==> src/design/ntcba_mul.sv <==
// Shared signed 33x33 multiplier of the averager datapath.
// Combinational; the caller registers the product. No dependencies.
module ntcba_mul (
	input  logic signed [32:0] a,
	input  logic signed [32:0] b,
	output logic signed [65:0] p
);
	assign p = a * b;
endmodule

==> config.mk <==
export PLATFORM = sky130hd
export DESIGN_NAME = ntcba_mul
export DESIGN_NICKNAME = d
export VERILOG_FILES = /design/src/design/ntcba_mul.sv
export SDC_FILE = /design/constraint.sdc
export NUM_CORES = 2
export LEC_CHECK = 0
export BUFFER_PORTS_ARGS = -buffer_cell sky130_fd_sc_hd__buf_2
export CORE_ASPECT_RATIO = 0.5
export CORE_MARGIN = 2
export CORE_UTILIZATION = 67
export DETAILED_ROUTE_END_ITERATION = 10
export PLACE_DENSITY = 0.85
export SYNTH_ARGS = -nofsm -noshare
export SYNTH_HDL_FRONTEND = slang
export SYNTH_SLANG_ARGS = --single-unit
==> constraint.sdc <==
create_clock -name vclk -period 11.6
set_input_delay 0.58 -clock vclk [all_inputs]
set_output_delay 0.58 -clock vclk [all_outputs]
set_load 0.02 [all_outputs]
# Word level (Yosys, flattened, before mapping)
# Cells that the tools add are included.
# op_classes
mul	1
# op_table
cell	count
$mul 33x33->66	1
# totals
word_cells	1
regBits	0
in_bits	66
output_inout_bits	66

# Logic depth before layout (Yosys ltp)
# depth
word_depth	1
mapped_depth	29
depth_no_buf	28

# Worst setup path after synthesis
# Ideal clock, no wire load.
# synth_timing
path_type	input -> output
start	in b[0]
end	out p[65]
t_required_ns	11.020
path_buffers	2
stages	28
setup_slack_ns	3.150
t_arrival_ns	7.870
cell_sequence	clkbuf_1 and2_1 fa_1 inv_1 fa_1 inv_1 fa_1 inv_1 fa_1 inv_1 fa_1 fa_1 fa_1 inv_1 fa_1 inv_1 ha_1 clkbuf_1 nand2_1 or3_1 or4_1 o22ai_1 o21ai_1 a21oi_1 a31oi_1 o21ai_0 a21oi_1 xnor2_1
# synth_via
elab_chain_cells	1
# synth_lines
element	line	text
start: declaration	5	input logic signed [32:0] b,
$mul 33x33->66	8	assign p = a * b;
end: declaration	6	output logic signed [65:0] p
# No other way between the ends.

# Worst setup path in the final report
# layout_timing
start	in b[10]
end	out p[60]
# Same word-level chain as after synthesis.

==> impl_metrics.env <==
export IMPL_drc=0
export IMPL_die_outline_width_um=345
export IMPL_timing_hold_worst_start="a[0]"
export IMPL_max_slew_margin_rel=0.156
export IMPL_final_hold_violation_count=0
export IMPL_finalCritPeriodShare=0.875
export IMPL_cts_resized_gates=0
export IMPL_timing_critical_path_buf_inv=8
export IMPL_hold_depth=3
export IMPL_synth_warnings=0
export IMPL_final_total_negative_setup_slack_ns=0
export IMPL_io_pins=132
export IMPL_postRouteAntennaNets=0
export IMPL_crit_path_arrival_time_ns=9.57
export IMPL_grt_antenna_before_repair=2
export IMPL_syn_instance_count=4232
export IMPL_detail_route_first_pass_iterations=5
export IMPL_seq_cells=0
export IMPL_synth_distinct_cells=53
export IMPL_die_height_um=174
export IMPL_max_freq_mhz=98.5
export IMPL_die_area_sq_mm=0.0602
export IMPL_critPathRequiredTime_ns=11.02
export IMPL_grt_util_met1=0.431
export IMPL_num_rows=62
export IMPL_cts_hold_fix_buffers=0
export IMPL_cts_repair_timing_setup_buffer_count=0
export IMPL_holdPathEnd="p[0]"
export IMPL_post_synth_instance_area_sq_mm=0.0389
export IMPL_maximum_number_of_pins_on_one_net_before_global_route_repair=34
export IMPL_syn_area_per_cell_sq_um=9.20
export IMPL_grt_met3_usage=0.0499
export IMPL_outcome="finished clean"
export IMPL_initial_utilization=0.678
export IMPL_finalNetCount=5585
export IMPL_crit_path_end_kind="output port"
export IMPL_timing_worst_slew_pin_value_ns=1.25
export IMPL_final_max_slew_violation_count=0
export IMPL_period_needed_ns=10.15
export IMPL_grtUsageTotal=0.348
export IMPL_setup_worst_path_start_class="input port"
export IMPL_place_congestion=0.920
export IMPL_start_to_end_type_of_the_worst_setup_path="in2out"
export IMPL_n_clock_buffer=0
export IMPL_wl_per_cell_um=20.0
export IMPL_grt_pass1_wl_mm=163
export IMPL_use_met2=0.592
export IMPL_crit_path_max_fanout=33
export IMPL_synthesized_nets=5660
export IMPL_critical_path_max_stage_delay_ns=0.98
export IMPL_fillCellCount=4226
export IMPL_vias_in_the_first_global_route=32300
export IMPL_worst_path_dominant_cell_family="adder cells"
export IMPL_grt_overflow_total=0
export IMPL_max_capacitance_violation_total=0
export IMPL_dr_total_vias=28600
export IMPL_top_usage_layer="met2"
export IMPL_rsz_0062_raised_after_global_routing="no"
export IMPL_layout_drive_gt1_share=0.0354
export IMPL_setup_viol=0
export IMPL_final_core_util=0.694
export IMPL_half_perimeter_wire_length_after_placement_mm=80.0
export IMPL_detail_route_vias_per_cell=5.80
export IMPL_initialDrtViolationCount=2195
export IMPL_detail_route_wirelength_mm=98.3
export IMPL_area_delta_synth_final_pct=2.23
export IMPL_crit_path_top_delay_cell="sky130_fd_sc_hd__o21ai_0"
export IMPL_core_area_sq_mm=0.0574
export IMPL_min_path_type="in2out"
export IMPL_place_port_buffers=132
export IMPL_sequential_cell_area_sq_um=0
export IMPL_crit_top_cell="sky130_fd_sc_hd__fa_1"
export IMPL_synth_yosys_seq_area_share=0
-- cell type report --
class | count | area (sq um) | share of cell area
antenna | 1 | 2.50 | 0.0000629
inverter | 1130 | 4240 | 0.107
multi-input combinational | 2885 | 33900 | 0.851
tap | 768 | 961 | 0.0241
timing repair buffer | 140 | 721 | 0.0181
-- cell usage after synthesis (all sizes together) (3+ instances only) --
library cell / n / area (sq um)
a21o: 36 / 270
nand4: 11 / 68.8
clkbuf: 216 / 811
o211ai: 12 / 90.1
nor2b: 5 / 31.3
a31oi: 7 / 43.8
o21ai: 35 / 175
a2111oi: 3 / 26.3
a221oi: 5 / 50.0
o31ai: 4 / 30.0
a21oi: 59 / 295
nand2: 544 / 2040
nand3: 8 / 40.0
a211oi: 9 / 67.6
xor2: 24 / 210
o21bai: 16 / 120
ha: 217 / 2720
nand2b: 14 / 87.6
nor2: 66 / 248
nor3: 11 / 55.1
fa: 1145 / 22900
inv: 1130 / 4240
and3: 13 / 81.3
and2: 558 / 3490
xnor2: 52 / 455
-- metal layers --
| layer | vias up | wire (um) |
|---|---|---|
| met5 | - | 13 |
| met3 | 483 | 8120 |
| met2 | 1507 | 49700 |
| li1 | 11800 | - |
| met1 | 14800 | 33900 |
| met4 | 2 | 6620 |
-- logic make-up (layout without fill, tap and decap cells) --
kind of cell	count (synthesis)	after routing	share of synthesized area
simple gates	1240	1240	0.160
mux	1	1	0.000257
fa+ha+maj	1362	1362	0.658
other cells	0	1	0
buf+inv	1347	1270	0.130
xor+xnor	76	76	0.0171
compound gates	206	206	0.0347
-- per-stage QoR --
step	cells	hold slack (ns)	instance area [sq um]	setup WS (ns)
3_5_place_dp	4923	1.74	39800	1.67
2_1_floorplan	4232	1.36	38900	3.15
3_3_place_gp	4923	1.71	39800	1.69
5_1_grt	4924	1.77	39800	1.07
4_1_cts	4923	1.74	39800	1.66
6_report	4924	1.75	39800	1.45
-- how the worst max path moves through the flow --
stage	slack [ns]	start	end	depth (start not counted)
after floorplan	3.15	b[0]	p[65]	28
after global placement	1.69	b[10]	p[60]	27
after detailed placement	1.67	b[10]	p[60]	27
after CTS	1.66	b[10]	p[60]	27
after global routing	1.07	b[10]	p[60]	27
final	1.45	b[10]	p[60]	27
-- placed cells by master, fill, tap and decap left out, types with 2 or more instances in the layout --
master,netlist,final
sky130_fd_sc_hd__and2_1,558,558
sky130_fd_sc_hd__or2_2,2,2
sky130_fd_sc_hd__nand4_1,11,11
sky130_fd_sc_hd__o31ai_1,4,4
sky130_fd_sc_hd__nand2b_1,14,14
sky130_fd_sc_hd__a21oi_1,59,59
sky130_fd_sc_hd__xor2_1,24,24
sky130_fd_sc_hd__o21bai_1,16,16
sky130_fd_sc_hd__or3_1,2,2
sky130_fd_sc_hd__nor2_1,66,66
sky130_fd_sc_hd__o22ai_1,2,2
sky130_fd_sc_hd__o21a_1,2,2
sky130_fd_sc_hd__nor3_1,11,11
sky130_fd_sc_hd__a2111oi_0,3,3
sky130_fd_sc_hd__and4_1,2,2
sky130_fd_sc_hd__inv_1,1130,1130
sky130_fd_sc_hd__a21o_1,36,36
sky130_fd_sc_hd__a211oi_1,9,9
sky130_fd_sc_hd__and3_1,13,13
sky130_fd_sc_hd__buf_2,0,132
sky130_fd_sc_hd__nor2b_1,5,5
sky130_fd_sc_hd__buf_4,0,8
sky130_fd_sc_hd__a221oi_1,4,4
sky130_fd_sc_hd__o21ai_0,34,34
sky130_fd_sc_hd__xnor2_1,52,52
sky130_fd_sc_hd__a31oi_1,7,7
sky130_fd_sc_hd__nand2_1,544,544
sky130_fd_sc_hd__fa_1,1145,1145
sky130_fd_sc_hd__ha_1,217,217
sky130_fd_sc_hd__nand3_1,8,8
sky130_fd_sc_hd__o2111ai_1,2,2
sky130_fd_sc_hd__o211ai_1,12,12
Power is not shown: default switching activity piles up to over one toggle a cycle in this logic, so the estimate is an artifact.
